File: src/sv/ishp_pkg.sv
package ishp_pkg;

  localparam int TIMER_WIDTH_DEF = 16;
  localparam int CFG_WIDTH       = 16;
  localparam int CFG_INDEX_W     = 1;
  localparam int TDATA_IN_W      = 24;
  localparam int TUSER_IN_W      = 2;
  localparam int TDATA_OUT_W     = 8;

  // commands
  localparam logic [1:0] CMD_TICK     = 2'd0;
  localparam logic [1:0] CMD_REGISTER = 2'd1;
  localparam logic [1:0] CMD_STRATEGY = 2'd2;

  // machine states
  localparam logic [2:0] ST_WAIT_REG  = 3'd0;
  localparam logic [2:0] ST_INIT      = 3'd1;
  localparam logic [2:0] ST_WAIT_TRIG = 3'd2;
  localparam logic [2:0] ST_SETUP     = 3'd3;
  localparam logic [2:0] ST_HOLD      = 3'd4;
  localparam logic [2:0] ST_DEINIT    = 3'd5;

  // registered line polarity
  localparam logic [1:0] POL_NONE    = 2'd0;
  localparam logic [1:0] POL_RISING  = 2'd1;
  localparam logic [1:0] POL_FALLING = 2'd2;

  // strategies
  localparam logic [1:0] STRAT_CANCEL = 2'd0;
  localparam logic [1:0] STRAT_INIT   = 2'd1;
  localparam logic [1:0] STRAT_START  = 2'd2;
  localparam logic [1:0] STRAT_DEINIT = 2'd3;

  // configuration register indexes
  localparam logic [CFG_INDEX_W-1:0] REG_MIN_DEASSERTED = 1'd0;
  localparam logic [CFG_INDEX_W-1:0] REG_MIN_ASSERTED   = 1'd1;

  localparam logic [CFG_WIDTH-1:0] MIN_TIME_RESET = 16'd2;

  typedef struct packed {
    logic [1:0]  command;
    logic [1:0]  strategy;
    logic        polarity;
    logic [15:0] elapsed_time;
  } item_t;

  typedef struct packed {
    logic [2:0] state_code;
    logic       accepted;
    logic       pin_level;
    logic       pin_driven;
  } result_t;

  typedef struct packed {
    logic [CFG_WIDTH-1:0] min_asserted_time;
    logic [CFG_WIDTH-1:0] min_deasserted_time;
  } cfg_regs_t;

endpackage

File: src/sv/intb_setup_hold_pulser.sv
// Interrupt line pulser for a host INTB pin.
// Input stream: s_axis_tuser carries the command (tick, register polarity,
// set strategy); s_axis_tdata carries elapsed time, polarity and strategy.
// Every transaction yields exactly one result transaction on m_axis with the
// line drive flag, the line level, the accept flag and the new state.
// cfg_* writes the two minimum times (index 0 deasserted, 1 asserted); it is
// always ready; the user must write it only while no item is in flight, as
// the block does not enforce this. Throughput: one item per cycle while
// m_axis_tready is high. An item passes through the input register and then
// through the state update into the result register; the state machine and
// timers update once per item.
// Reset (rst, synchronous) empties both registers, returns the machine to the
// wait register state with no polarity, cancel strategy, zero timers, line
// low, and both minimums to 2.
// When m_axis_tready is low the result is held; one further item is taken
// into the input register and then s_axis_tready drops until the result
// register drains.
module intb_setup_hold_pulser
  import ishp_pkg::*;
#(
  parameter int TIMER_WIDTH = TIMER_WIDTH_DEF
) (
  input  logic                   clk,
  input  logic                   rst,
  input  logic                   s_axis_tvalid,
  output logic                   s_axis_tready,
  input  logic [TDATA_IN_W-1:0]  s_axis_tdata,  // elapsed_time[15:0], polarity, strategy[1:0], pad
  input  logic [TUSER_IN_W-1:0]  s_axis_tuser,  // command[1:0]
  output logic                   m_axis_tvalid,
  input  logic                   m_axis_tready,
  output logic [TDATA_OUT_W-1:0] m_axis_tdata,  // pin_driven, pin_level, accepted, state_code[2:0], pad
  input  logic                   cfg_valid,
  output logic                   cfg_ready,
  input  logic [CFG_INDEX_W-1:0] cfg_index,
  input  logic [CFG_WIDTH-1:0]   cfg_data
);

  item_t     item_q;
  logic      in_valid;
  result_t   core_res;
  result_t   res_q;
  logic      out_valid;
  logic      advance;
  cfg_regs_t cfg_regs;

  assign cfg_ready = 1'b1;

  ishp_cfg u_cfg (
    .clk      (clk),
    .rst      (rst),
    .wr_en    (cfg_valid & cfg_ready),
    .wr_index (cfg_index),
    .wr_data  (cfg_data),
    .regs     (cfg_regs)
  );

  assign advance       = in_valid & (~out_valid | m_axis_tready);
  assign s_axis_tready = ~in_valid | advance;

  always_ff @(posedge clk) begin
    if (rst) begin
      in_valid <= 1'b0;
    end else if (s_axis_tready) begin
      in_valid <= s_axis_tvalid;
    end
  end

  always_ff @(posedge clk) begin
    if (s_axis_tvalid && s_axis_tready) begin
      item_q.command      <= s_axis_tuser;
      item_q.elapsed_time <= s_axis_tdata[15:0];
      item_q.polarity     <= s_axis_tdata[16];
      item_q.strategy     <= s_axis_tdata[18:17];
    end
  end

  ishp_core #(
    .TIMER_WIDTH (TIMER_WIDTH)
  ) u_core (
    .clk    (clk),
    .rst    (rst),
    .step   (advance),
    .item   (item_q),
    .cfg    (cfg_regs),
    .result (core_res)
  );

  always_ff @(posedge clk) begin
    if (rst) begin
      out_valid <= 1'b0;
    end else if (advance) begin
      out_valid <= 1'b1;
    end else if (m_axis_tready) begin
      out_valid <= 1'b0;
    end
  end

  always_ff @(posedge clk) begin
    if (advance) begin
      res_q <= core_res;
    end
  end

  assign m_axis_tvalid = out_valid;
  assign m_axis_tdata  = {2'b00, res_q};

`ifndef NO_ASSERTIONS
  // hold a pending item until it can move on
  a_item_kept: assert property (@(posedge clk) disable iff (rst)
    in_valid && !advance |=> in_valid)
    else $error("pending input item dropped");

  // drive the line on ticks only
  a_cmd_no_drive: assert property (@(posedge clk) disable iff (rst)
    advance && item_q.command != CMD_TICK |-> !core_res.pin_driven)
    else $error("command transaction drove the line");

  // accept every tick
  a_tick_acc: assert property (@(posedge clk) disable iff (rst)
    advance && item_q.command == CMD_TICK |-> core_res.accepted)
    else $error("tick not accepted");

  // a refused command leaves the state code alone
  a_refused_state: assert property (@(posedge clk) disable iff (rst)
    advance && item_q.command != CMD_TICK && !core_res.accepted && out_valid
    && m_axis_tready |-> core_res.state_code == res_q.state_code)
    else $error("refused command changed the state");
`endif

endmodule

File: src/sv/ishp_cfg.sv
module ishp_cfg
  import ishp_pkg::*;
(
  input  logic                   clk,
  input  logic                   rst,
  input  logic                   wr_en,
  input  logic [CFG_INDEX_W-1:0] wr_index,
  input  logic [CFG_WIDTH-1:0]   wr_data,
  output cfg_regs_t              regs
);

  always_ff @(posedge clk) begin
    if (rst) begin
      regs.min_deasserted_time <= MIN_TIME_RESET;
      regs.min_asserted_time   <= MIN_TIME_RESET;
    end else if (wr_en) begin
      case (wr_index)
        REG_MIN_DEASSERTED: regs.min_deasserted_time <= wr_data;
        REG_MIN_ASSERTED:   regs.min_asserted_time   <= wr_data;
        default: ;
      endcase
    end
  end

endmodule

File: src/sv/ishp_core.sv
module ishp_core
  import ishp_pkg::*;
#(
  parameter int TIMER_WIDTH = TIMER_WIDTH_DEF
) (
  input  logic      clk,
  input  logic      rst,
  input  logic      step,
  input  item_t     item,
  input  cfg_regs_t cfg,
  output result_t   result
);

  // storage wide enough for both the saturation limit and the 16-bit minimums
  localparam int TW  = (TIMER_WIDTH > CFG_WIDTH) ? TIMER_WIDTH : CFG_WIDTH;
  localparam int TWP = TW + 1;
  localparam logic [TW:0] TMAX = TWP'((64'd1 << TIMER_WIDTH) - 64'd1);

  logic [2:0]    state, state_next;
  logic [1:0]    pol, pol_next;
  logic [1:0]    strat, strat_next;
  logic [TW-1:0] asrt, asrt_next;
  logic [TW-1:0] deas, deas_next;
  logic          level, level_next;
  logic          drove, acc;

  logic [TW-1:0] dte, lim_d, lim_a;
  logic [TW-1:0] d_bnd, d_bnd_sat, d_sat, a_bnd, a_sat;
  logic          lvl_idle, lvl_active;

  function automatic logic [TW-1:0] sat_add(logic [TW-1:0] a, logic [TW-1:0] b);
    logic [TW:0] s;
    s = {1'b0, a} + {1'b0, b};
    return (s > TMAX) ? TMAX[TW-1:0] : s[TW-1:0];
  endfunction

  function automatic logic [TW-1:0] bounded_add(logic [TW-1:0] t, logic [TW-1:0] d,
                                                logic [TW-1:0] lim);
    return (t < lim) ? sat_add(t, d) : lim;
  endfunction

  assign dte   = TW'(item.elapsed_time);
  assign lim_d = TW'(cfg.min_deasserted_time);
  assign lim_a = TW'(cfg.min_asserted_time);

  assign d_bnd     = bounded_add(deas, dte, lim_d);
  assign d_bnd_sat = sat_add(d_bnd, dte);
  assign d_sat     = sat_add(deas, dte);
  assign a_bnd     = bounded_add(asrt, dte, lim_a);
  assign a_sat     = sat_add(asrt, dte);

  assign lvl_active = (pol == POL_RISING);
  assign lvl_idle   = ~lvl_active;

  always_comb begin
    state_next = state;
    pol_next   = pol;
    strat_next = strat;
    asrt_next  = asrt;
    deas_next  = deas;
    level_next = level;
    drove      = 1'b0;
    acc        = 1'b0;
    case (item.command)
      CMD_TICK: begin
        acc = 1'b1;
        case (state)
          ST_WAIT_REG: begin
            if (strat == STRAT_INIT && pol != POL_NONE) state_next = ST_INIT;
          end
          ST_INIT: begin
            level_next = lvl_idle;
            drove      = 1'b1;
            deas_next  = d_bnd;
            state_next = ST_WAIT_TRIG;
          end
          ST_WAIT_TRIG: begin
            level_next = lvl_idle;
            drove      = 1'b1;
            deas_next  = d_bnd;
            if (strat == STRAT_START) begin
              // the bounded update counts first, then the start decision looks again
              if (d_bnd < lim_d) begin
                deas_next  = d_bnd_sat;
                state_next = ST_SETUP;
              end else begin
                level_next = lvl_active;
                deas_next  = '0;
                asrt_next  = a_bnd;
                state_next = ST_HOLD;
              end
            end else if (strat == STRAT_DEINIT) begin
              state_next = ST_DEINIT;
            end
          end
          ST_SETUP: begin
            if (strat == STRAT_CANCEL) begin
              state_next = ST_WAIT_TRIG;
              deas_next  = '0;
            end else if (deas < lim_d) begin
              deas_next = d_sat;
            end else begin
              level_next = lvl_active;
              drove      = 1'b1;
              deas_next  = '0;
              asrt_next  = a_bnd;
              state_next = ST_HOLD;
            end
          end
          ST_HOLD: begin
            if (asrt < lim_a) begin
              asrt_next = a_sat;
            end else begin
              level_next = lvl_idle;
              drove      = 1'b1;
              strat_next = STRAT_CANCEL;
              state_next = ST_WAIT_TRIG;
              asrt_next  = '0;
              deas_next  = d_bnd;
            end
          end
          ST_DEINIT: begin
            level_next = 1'b0;
            drove      = 1'b1;
            pol_next   = POL_NONE;
            state_next = ST_WAIT_REG;
            asrt_next  = '0;
            deas_next  = '0;
          end
          default: state_next = ST_WAIT_REG;
        endcase
      end
      CMD_REGISTER: begin
        if (state == ST_WAIT_REG) begin
          pol_next = item.polarity ? POL_FALLING : POL_RISING;
          acc      = 1'b1;
        end
      end
      CMD_STRATEGY: begin
        if (pol != POL_NONE) begin
          strat_next = item.strategy;
          acc        = 1'b1;
        end
      end
      default: ;
    endcase
  end

  always_ff @(posedge clk) begin
    if (rst) begin
      state <= ST_WAIT_REG;
      pol   <= POL_NONE;
      strat <= STRAT_CANCEL;
      asrt  <= '0;
      deas  <= '0;
      level <= 1'b0;
    end else if (step) begin
      state <= state_next;
      pol   <= pol_next;
      strat <= strat_next;
      asrt  <= asrt_next;
      deas  <= deas_next;
      level <= level_next;
    end
  end

  assign result.pin_driven = drove;
  assign result.pin_level  = level_next;
  assign result.accepted   = acc;
  assign result.state_code = state_next;

endmodule
File: config.mk
export PLATFORM = sky130hd
export DESIGN_NAME = intb_setup_hold_pulser
export DESIGN_NICKNAME = d
export VERILOG_FILES = /design/src/sv/ishp_pkg.sv /design/src/sv/intb_setup_hold_pulser.sv /design/src/sv/ishp_cfg.sv /design/src/sv/ishp_core.sv
export SDC_FILE = /design/constraint.sdc
export NUM_CORES = 1
export LEC_CHECK = 0
export CAP_MARGIN = 20
export CORE_MARGIN = 2
export CORE_UTILIZATION = 50
export DETAILED_ROUTE_END_ITERATION = 16
export DONT_BUFFER_PORTS = 1
export RECOVER_POWER = 50
export SLEW_MARGIN = 0
export SYNTH_ARGS = -nofsm -noshare
export SYNTH_HDL_FRONTEND = slang
export SYNTH_SLANG_ARGS = --single-unit
File: constraint.sdc
create_clock -name clk -period 11.6 [get_ports clk]
set_input_delay 1.16 -clock clk [delete_from_list [all_inputs] [get_ports clk]]
set_output_delay 1.16 -clock clk [all_outputs]
set_load 0.02 [all_outputs]
==> metrics.md, run 1 <==
| Metric | Value |
|---|---|
| Status | `finished clean` |
| Leakage power | `3.32 nW` |
| Core area | `0.0153 mm^2` |
| Top post-synthesis cells by count | `a21oi_1, nand2_1, ha_1, nor2_1, dfxtp_1` |
| Largest net degree at the start of global routing | `between 60 and 70` |
| Number of global-route vias before repair | `approximately 7100` |
| Syn. warnings | `0` |
| Antenna diodes | `0` |
| Post-synth EDFFs | `27` |
| Initial DRC Count | `about 570` |
| First-pass GRT wire length | `~37 mm` |
| Residual DRC | `0` |
| Combinational power share | `between 20% and 30%` |
| Clk_lat worst skew | `roughly 360 ps` |
| Layout cells sized above 1 | `4.31%` |
| WHS | `457 ps` |
| Share of synthesized registers carrying an async set or reset | `0%` |
| DP Wirelength | `around 18 mm` |
| Internal power | `0.000644 W` |
| Post-route setup TNS | `0 ps` |
| Arrival time worst endpoint | `6560 ps` |
| Count leader, synth | `a21oi_1` |
| Routed vias/inst | `about 6.3` |
| H-tree depth | `3` |
| Worst VDD drop | `roughly 0.000094 V` |
| Total GRT Usage | `28.3%` |
| Final Cycle Share | `54.2%` |
| Yosys top cell by area | `dfxtp_1` |
| Fin. max-slew vios | `0` |
| CP required | `roughly 12000 ps` |
| Main area contributors after synthesis | `dfxtp_1, ha_1, edfxtp_1` |
| Final setup violating endpoints | `0` |
| Headroom to the max-slew limit | `between 20 and 30%` |
| RSZ-0062 raised after global routing | `no` |
| CTS Buffer Depth | `2` |
| Count of final hold-check violations | `0` |
| Row count | `45` |
| Postcts setup bufs | `0` |
| Final #Nets | `1095` |
| Worst-margin pin slew | `between 1000 and 1500 ps` |
| CTS tree | `built` |
| Top FF cell, synth | `dfxtp_1` |
| FF+latch count, synth | `between 100 and 150` |
| Hold path startpoint | `u_cfg.regs[8]` |
| Total die area | `0.0168 mm^2` |
| Critical Path End Type | `flip-flop` |
| Reg2reg start | `item_q[1]` |
| Avg Cell Area, Syn | `roughly 8.1 um^2` |
| IO buf count | `0` |
| GRT overflow | `0` |
| Max frequency | `around 160 MHz` |
| Max-cap violations | `0` |
| Final wirelength | `approximately 23 mm` |
| Initial antenna violation count | `0` |
| I/O Pins | `slightly below 60` |
| R2R Setup Slk | `about 5300 ps` |
| Syn Inst Count | `972` |
| Die width | `~130 um` |
| Die Ht | `approximately 130 um` |
| NetSw | `roughly 0.00028 W` |
| Hold Path Depth | `2` |
| Clk network pwr share | `35.8%` |
| Crit path launch type | `flip-flop` |
| Cells on worst reg2reg path | `18` |
| # resized after CTS | `0` |
| Yosys top cell area share | `a little under a fifth` |
| CTS Buf Count | `9` |
| P&R area growth vs syn | `5.38%` |
| Final Skew | `9.29 ps` |
| Routed Antenna Nets | `0` |
| Register area share after synthesis | `roughly 29%` |
| Clk slew on worst S/H paths | `about 70 ps` |
| Hold Path End | `u_cfg.regs[8]` |
| Min cycle time layout | `between 6000 and 7000 ps` |
| Pre-antenna DRT Iters | `8` |
| Synth cell types | `75` |
| Clock sinks | `between 100 and 150` |
| RR Endpoint | `u_core.deas[7]` |
| Mapped Area | `about 0.0079 mm^2` |
| Root buffer cell | `clkbuf_16` |
| Final Util | `between 50% and 60%` |
| Crit Path Category | `reg2reg` |
| Starting Density | `between 50% and 60%` |
| # hold bufs at CTS | `0` |
| Worst hold path type | `reg2reg` |
| Via count | `about 7300` |
| Sequential share of power | `42.0%` |
| WL/cell | `approximately 20 um` |
| P per Cell Area | `~110 mW/mm^2` |
| Net Sw Frac | `30.6%` |
| CP max FO | `16` |
| Routability cong. | `roughly 0.93` |
## cell type report
class | instances | area [um^2]
sequential | 101 | 2290
tap | 211 | 264
clock inverter | 5 | 81.3
clock buffer | 11 | 233
fill | 1489 | 6980
inverter | 54 | 203
multi-input combinational | 776 | 5230
timing repair buffer | 5 | 33.8
## metal layers
layer  GRT usage (%)  up-vias  wire [um]
li1                -     3525          -
met1            37.0     3478      10500
met2            46.2      239      10800
met3            5.21       51       1340
met4            11.4        0        822
met5               0        -          0
## flip-flops by register name, summed over array words and instances, names as in the netlist
| signal | cells |
|---|---|
| in_valid | 1 |
| item_q | 21 |
| m_axis_tdata | 6 |
| m_axis_tvalid | 1 |
| u_cfg.regs | 32 |
| u_core.asrt | 16 |
| u_core.deas | 16 |
| u_core.level | 1 |
| u_core.pol | 2 |
| u_core.state | 3 |
| u_core.strat | 2 |
## critical path, stage by stage, from the launching register on
cell and delay [ps]:
edfxtp_1 520, inv_1 110, fa_1 490, nor2b_1 170, o31a_1 270, o2bb2ai_2 150
a211oi_1 620, or2_2 340, o21ai_0 110, o21ai_0 190, ha_1 340, a21oi_1 190
or4b_1 460, nor3_1 290, nand2_1 90, o31a_1 370, nor4_4 870, o21ai_0 310
a311oi_1 320
## cell usage in the layout, fill, tap and decap left out, drive strengths merged, types with 16 or more instances in the layout
| cell type | instances |
|---|---|
| a21o | 19 |
| a21oi | 132 |
| dfxtp | 74 |
| edfxtp | 27 |
| ha | 97 |
| inv | 56 |
| nand2 | 109 |
| nand3 | 16 |
| nor2 | 80 |
| nor3 | 18 |
| o21ai | 61 |
| xnor2 | 20 |
| xor2 | 17 |
## worst max-delay path by stage
stage | start | to | slack [ps] | cells after the start
after floorplan | item_q[1] | u_core.asrt[10] | 6950 | 21
after detailed placement | item_q[1] | u_core.deas[7] | 5480 | 18
after global placement | item_q[1] | u_core.deas[7] | 5590 | 18
after global routing | item_q[0] | u_core.deas[7] | 5070 | 19
final | item_q[1] | u_core.deas[7] | 5310 | 18
after CTS | item_q[1] | u_core.deas[7] | 5440 | 18
## power by group through the flow
stage / logic (W) / registers (W) / clock network (W)
floorplan: 0.000163 / 0.000390 / 0
global placement: 0.000197 / 0.000397 / 0
detailed placement: 0.000202 / 0.000398 / 0
CTS: 0.000203 / 0.000389 / 0.000340
global route: 0.000229 / 0.000391 / 0.000352
finish: 0.000206 / 0.000389 / 0.000332
## kinds of logic (layout without fill, tap and decap cells)
kind of cell / after synthesis / after routing / synth area share, %
AO/OA/AOI/OAI: 349 / 349 / 28.7
AND/OR/NAND/NOR: 282 / 282 / 16.4
multiplexers: 5 / 5 / 0.664
other: 2 / 3 / 0.0949
buffers and inverters: 96 / 75 / 4.96
adder cells (fa/ha/maj): 100 / 100 / 16.1
XOR/XNOR: 37 / 37 / 4.10
flip-flops: 101 / 101 / 29.0
## stage by stage
step                      instance area [um^2]  setup slack (ps)  std cells  power [W]
after floorplan                           7920              6950        973   0.000553
after CTS                                 8330              5440       1162   0.000932
final                                     8340              5310       1163   0.000927
after global placement                    8020              5590       1146   0.000594
after global routing                      8340              5070       1163   0.000971
after detailed placement                  8020              5480       1146   0.000599
Power figures use the tool's default switching activity.
==> run 2, diff against run 1 <==
--- a/config.mk
+++ b/config.mk
@@ -10,6 +10,7 @@
 export CORE_UTILIZATION = 50
 export DETAILED_ROUTE_END_ITERATION = 16
 export DONT_BUFFER_PORTS = 1
+export PLACE_DENSITY = 0.68
 export RECOVER_POWER = 50
 export SLEW_MARGIN = 0
 export SYNTH_ARGS = -nofsm -noshare
==> constraint.sdc (replaced) <==
create_clock -name clk -period 5.65 [get_ports clk]
set_input_delay 0.565 -clock clk [delete_from_list [all_inputs] [get_ports clk]]
set_output_delay 0.565 -clock clk [all_outputs]
set_load 0.02 [all_outputs]
==> run 2 against run 1 <==
Sequential cell count is the same. Via count shrank 3.8%. Setup slack lost 5000 ps. Non-clock buffer count grew 9. First-iteration DRC count shrank 11%. Cell count grew 0.77%. Clock skew shrank 3.2 ps. Cell area grew 0.89%. Register-to-register slack lost 5000 ps. Die area is the same. Routed wire length shrank 12%. Clock power grew 94%.
==> metrics.md, run 2 (synthesized netlist as in run 1, its figures left out) <==
| Metric | Value |
|---|---|
| Min cycle time layout | `5310 ps (-984 ps)` |
| Headroom to the max-slew limit | `36.1% (+8.0 points)` |
| Commonest non-fill, non-tap cells in the layout | `a21oi_1, nand2_1, ha_1, nor2_1, dfxtp_1` |
| Final design area excluding fillers | `0.00841 mm^2 (+0.89%)` |
| IO buf count | `0 (unchanged)` |
| Max frequency | `188 MHz (+19%)` |
| Critical Path End Type | `flip-flop` |
| Post-route setup TNS | `0 ps (unchanged)` |
| Via count | `7018 (-3.8%)` |
| Final Cycle Share | `94.0% (+40 points)` |
| H-tree depth | `3 (unchanged)` |
| Cells on worst reg2reg path | `19 (+1)` |
| CP endpoint | `u_core.asrt[5]` |
| Core area | `0.0153 mm^2 (unchanged)` |
| Crit Path Category | `reg2reg` |
| R2R Setup Slk | `340 ps (-4970 ps)` |
| Leakage power | `3.37 nW (+1.4%)` |
| Root buffer cell | `clkbuf_16` |
| P per Cell Area | `223 mW/mm^2 (+100%)` |
| Worst hold path type | `in2reg` |
| Worst-margin pin slew | `959 ps (-120 ps)` |
| Clk slew on worst S/H paths | `70 ps (about the same)` |
| Routed vias/inst | `5.99 (-4.5%)` |
| P&R area growth vs syn | `6.31%` |
| Total GRT Usage | `25.3% (-3.0 points)` |
| Crit path from | `item_q[0]` |
| Crit path launch type | `flip-flop` |
| Residual DRC | `0 (unchanged)` |
| Postcts setup bufs | `0 (unchanged)` |
| Row count | `45 (unchanged)` |
| Post-place setup slack | `444 ps (-5040 ps)` |
| Pre-antenna DRT Iters | `5 (-3)` |
| Clock sinks | `101 (unchanged)` |
| Number of flip-flops in the largest register | `32 (unchanged)` |
| RR Endpoint | `u_core.asrt[5]` |
| Clk_lat worst skew | `360 ps (about the same)` |
| Max-cap violations | `0 (unchanged)` |
| CTS Buffer Depth | `2 (unchanged)` |
| Initial DRC Count | `509 (-11%)` |
| Final Non-Filler Cells | `1172 (+0.77%)` |
| Layout cells sized above 1 | `5.31% (+1.0 points)` |
| Reg2reg start | `item_q[0]` |
| Status | `finished clean` |
| Routed Antenna Nets | `0 (unchanged)` |
| Worst VDD drop | `0.000180 V (+90%)` |
| Die Ht | `130 um (unchanged)` |
| Setup WS post-layout | `341 ps (-4970 ps)` |
| GRT overflow | `0 (unchanged)` |
| WL/cell | `17.5 um (-13%)` |
| Placed inst area | `0.00809 mm^2 (+0.86%)` |
| Die width | `130 um (unchanged)` |
| Final setup violating endpoints | `0 (unchanged)` |
| Routability cong. | `0.902 (-2.9%)` |
| Starting Density | `51.7% (unchanged)` |
| Arrival time worst endpoint | `5560 ps (-1000 ps)` |
| Final wirelength | `20.5 mm (-12%)` |
| Count of final hold-check violations | `0 (unchanged)` |
| Biggest regs | `u_cfg.regs (32), item_q (21)` |
| Number of global-route vias before repair | `6516 (-7.7%)` |
| # hold bufs at CTS | `0 (unchanged)` |
| Final Skew | `6.05 ps (-3.24 ps)` |
| CP required | `5900 ps (-5970 ps)` |
| CP max FO | `14 (-2)` |
| CTS tree | `built` |
| CTS Buf Count | `9 (unchanged)` |
| Largest net degree at the start of global routing | `63 (unchanged)` |
| Placed insts | `1154 (+0.70%)` |
| Initial antenna violation count | `0 (unchanged)` |
| # resized after CTS | `0 (unchanged)` |
| First-pass GRT wire length | `33.3 mm (-9.7%)` |
| Commonest non-fill, non-tap cell in the layout | `a21oi_1` |
| Final #Nets | `1104 (+0.82%)` |
| Most flops, register | `u_cfg.regs` |
| DP Wirelength | `16.2 mm (-9.1%)` |
| Antenna diodes | `0 (unchanged)` |
| Fin. max-slew vios | `0 (unchanged)` |
| Total die area | `0.0168 mm^2 (unchanged)` |
| RSZ-0062 raised after global routing | `no` |
| I/O Pins | `59 (unchanged)` |
| Total power | `0.00187 W (+100%)` |
[run 2: cell count changes in the layout (fill, tap and decap cells not counted)]
cell,before,now
bufinv_16,2,1
o31ai_2,1,0
clkinv_2,0,1
clkinv_1,1,0
buf_8,0,1
inv_6,2,1
o31ai_4,0,1
clkbuf_8,0,2
buf_4,4,12
[run 2: metrics by stage]
stage                     util [%]  hold slack, ps
final                         54.9             274
after global routing          54.9             268
after CTS                     54.8             267
after detailed placement      52.8             443
after global placement        52.8             437
after floorplan                  -             436
[run 2: critical path: stages, from the launching register on]
cell	delay, ps
edfxtp_1	420
ha_1	200
inv_1	60
fa_1	410
nor2b_1	160
o31a_1	240
o2bb2ai_2	110
a211oi_1	470
or2_2	300
o21ai_0	100
o21ai_0	170
ha_1	320
a21oi_1	220
or4b_1	520
nor3_1	160
nand2_1	70
o31a_1	360
a21bo_2	260
and3_1	360
a22o_1	280
[run 2: how the worst min path moves through the flow]
stage / start / to / slack [ps] / cells past startpoint
finish: rst / u_core.deas[14] / 270 / 1
floorplan: u_cfg.regs[0] / u_cfg.regs[0] / 440 / 2
CTS: rst / u_core.pol[0] / 270 / 1
detailed placement: u_cfg.regs[8] / u_cfg.regs[8] / 440 / 2
global route: rst / u_core.deas[0] / 270 / 1
global placement: u_cfg.regs[10] / u_cfg.regs[10] / 440 / 2
[run 2: routing by layer]
layer / track usage [%] / up-vias / wire length [um]
li1: - / 3551 / -
met1: 37.8 / 3215 / 9980
met2: 38.2 / 232 / 8750
met3: 4.02 / 20 / 1500
met4: 5.95 / 0 / 324
met5: 0 / - / 0
[run 2: final cells by class]
class                   instances  area, um^2
well taps                     211         264
clock inverters                 3        43.8
repair buffers                 14         109
fillers                      1501        6900
inverters                      54         203
multi-input cells             776        5240
clock buffers                  13         260
flip-flops and latches        101        2290
[run 2: power breakdown]
group	leakage (nW)	total, W	internal [W]	switching (W)
Clock	0.150	0.000645	0.000369	0.000276
Combinational	2.35	0.000430	0.000171	0.000259
Sequential	0.863	0.000798	0.000768	0.0000299
==> run 3, diff against run 2 <==
--- a/config.mk
+++ b/config.mk
@@ -10,6 +10,7 @@
 export CORE_UTILIZATION = 50
 export DETAILED_ROUTE_END_ITERATION = 16
 export DONT_BUFFER_PORTS = 1
+export GPL_TIMING_DRIVEN = 0
 export PLACE_DENSITY = 0.68
 export RECOVER_POWER = 50
 export SLEW_MARGIN = 0
==> run 3 against run 2 <==
Combinational power increased by 3%. Count of clock-buffer cells in the layout decreased by 1. Total power decreased by 0.97%. Via count increased by 3.3%. Setup slack got worse by 82 ps. Critical path type unchanged. Cell count increased by 2.6%. Critical path depth increased by 1. Routed wire length increased by 10%. Sequential power about the same. Sequential share of layout area decreased by 0.41 points. Cell area increased by 1.5%. Worst hold slack improved by 20 ps.
==> metrics.md, run 3 (synthesized netlist as in run 1, its figures left out) <==
| Metric | Value |
|---|---|
| CTS Buf Count | `9 (unchanged)` |
| DP Wirelength | `18.1 mm (+12%)` |
| WL/cell | `18.8 um (+7.5%)` |
| Crit Path Category | `reg2reg` |
| Routed vias/inst | `6.03 (+0.66%)` |
| Final setup violating endpoints | `0 (unchanged)` |
| Final wirelength | `22.7 mm (+10%)` |
| Final Cycle Share | `95.4% (+1.4 points)` |
| CTS tree | `built` |
| H-tree depth | `3 (unchanged)` |
| I/O Pins | `59 (unchanged)` |
| Max frequency | `186 MHz (-1.5%)` |
| Area occupied by multi-input gates | `0.00527 mm^2 (+0.48%)` |
| Routability cong. | `0.968 (+7.3%)` |
| CP required | `5870 ps (-30 ps)` |
| Residual DRC | `0 (unchanged)` |
| Worst stage delay on the critical path | `610 ps (+90 ps)` |
| Antenna diodes | `0 (unchanged)` |
| Pre-antenna DRT Iters | `5 (unchanged)` |
| Layout cells sized above 1 | `5.95% (+0.64 points)` |
| Post-route setup TNS | `0 ps (unchanged)` |
| Worst VDD drop | `0.000144 V (-20%)` |
| Worst path slowest cell | `a2111oi_0` |
| Final Skew | `7.08 ps (+1.03 ps)` |
| Biggest regs | `u_cfg.regs (32), item_q (21)` |
| Die Ht | `130 um (unchanged)` |
| Most flops, register | `u_cfg.regs` |
| Largest net degree at the start of global routing | `22 (-65%)` |
| Total GRT Usage | `27.7% (+2.4 points)` |
| Bufs and invs on worst path | `1 (unchanged)` |
| Routed Antenna Nets | `0 (unchanged)` |
| Leakage power | `3.41 nW (+1.3%)` |
| Status | `finished clean` |
| Placed insts | `1184 (+2.6%)` |
| Root buffer cell | `clkbuf_16` |
| CP cell instances | `ha_1, inv_1, fa_1, nor2b_1, o31a_1, o2bb2ai_2, a211oi_2, nor2_1, nand2_1, a2bb2oi_1, ha_1, fa_1, nand3_1, a21oi_1, o21ai_1, o31ai_2, nor4_1, o31ai_1, a2111oi_0, nor4_1` |
| IO buf count | `0 (unchanged)` |
| Clock sinks | `101 (unchanged)` |
| Max-cap violations | `0 (unchanged)` |
| Final #Nets | `1135 (+2.8%)` |
| P&R area growth vs syn | `7.94%` |
| # fillers | `1480 (-1.4%)` |
| RSZ-0062 raised after global routing | `no` |
| CP max FO | `8 (-6)` |
| Initial DRC Count | `457 (-10%)` |
| Core area | `0.0153 mm^2 (unchanged)` |
| Commonest non-fill, non-tap cell in the layout | `a21oi_1` |
| Crit path launch type | `flip-flop` |
| Total die area | `0.0168 mm^2 (unchanged)` |
| Clk slew on worst S/H paths | `70 ps (about the same)` |
| P per Cell Area | `217 mW/mm^2 (-2.5%)` |
| Row count | `45 (unchanged)` |
| Cell family with most CP delay | `compound AO/OA/AOI/OAI gates` |
| CTS Buffer Depth | `2 (unchanged)` |
| Count of final hold-check violations | `0 (unchanged)` |
| Number of global-route vias before repair | `6826 (+4.8%)` |
| Final Util | `55.8% (+0.84 points)` |
| Commonest non-fill, non-tap cells in the layout | `a21oi_1, nand2_1, ha_1, nor2_1, dfxtp_1` |
| Starting Density | `51.7% (unchanged)` |
| FF+latch area | `0.00229 mm^2 (unchanged)` |
| Die width | `130 um (unchanged)` |
| Clk_lat worst skew | `360 ps (about the same)` |
| Via count | `7251 (+3.3%)` |
| Min cycle time layout | `5390 ps (+81.9 ps)` |
| Fin. max-slew vios | `0 (unchanged)` |
| Critical Path End Type | `flip-flop` |
| GRT overflow | `0 (unchanged)` |
| Arrival time worst endpoint | `5610 ps (+50 ps)` |
| # hold bufs at CTS | `0 (unchanged)` |
| Number of flip-flops in the largest register | `32 (unchanged)` |
| Final Non-Filler Cells | `1203 (+2.6%)` |
| Initial antenna violation count | `0 (unchanged)` |
| Worst hold path type | `in2reg` |
| Headroom to the max-slew limit | `46.0% (+10 points)` |
| Worst-margin pin slew | `810 ps (-150 ps)` |
| First-pass GRT wire length | `35.8 mm (+7.6%)` |
==> run 3: area by class of cell <==
class	instances	area share, %
multi-input combinational	776	61.6
inverter	54	2.37
tap	211	3.09
clock buffer	12	3.02
sequential	101	26.8
timing repair buffer	4	0.439
buffer	41	2.26
clock inverter	4	0.337
==> run 3: per-stage QoR <==
| stage | hold slack, ps | instance area (um^2) | worst slack [ps] | total power [W] |
|---|---|---|---|---|
| floorplan | 436 | 7920 | 997 | 0.00114 |
| detailed placement | 452 | 8180 | -380 | 0.00124 |
| finish | 294 | 8540 | 259 | 0.00186 |
| global placement | 444 | 8180 | -313 | 0.00123 |
| global route | 288 | 8540 | 1.01 | 0.00194 |
| CTS | 289 | 8490 | 8.26 | 0.00185 |
==> run 3: what timing repair did <==
action	4_1_cts	5_1_grt
resized for setup	5	8
endpoints found under the setup margin	35	40
buffers inserted	1	2
pin swaps	1	2
==> run 3: path summary, 6_finish.rpt <==
check | start | endpoint | slack (ps) | cells past startpoint
setup / recovery | item_q[0] | u_core.deas[15] | 260 | 20
hold reg to reg | u_cfg.regs[29] | u_cfg.regs[29] | 460 | 2
hold / removal | s_axis_tdata[1] | item_q[1] | 290 | 0
setup reg to reg | item_q[0] | u_core.deas[15] | 260 | 20
==> run 3: where the power goes <==
group / switching [W] / internal (W)
Clock: 0.000288 / 0.000327
Sequential: 0.0000290 / 0.000768
Combinational: 0.000273 / 0.000170
==> run 3: worst reg2reg max path: cells and delay by family, from the launching register on <==
| family | cells | cell delay, ps |
|---|---|---|
| simple gates | 6 | 1390 |
| flops | 1 | 470 |
| compound gates | 9 | 2140 |
| buf+inv | 1 | 80 |
| fa+ha+maj | 4 | 1170 |
==> run 3: routing by layer <==
layer,part of all wire (%),vias to the layer above,track usage [%]
met5,0,-,0
met4,3.4,0,11.8
met3,6.7,39,4.39
met2,43,284,43.0
met1,47,3316,38.4
li1,-,3612,-
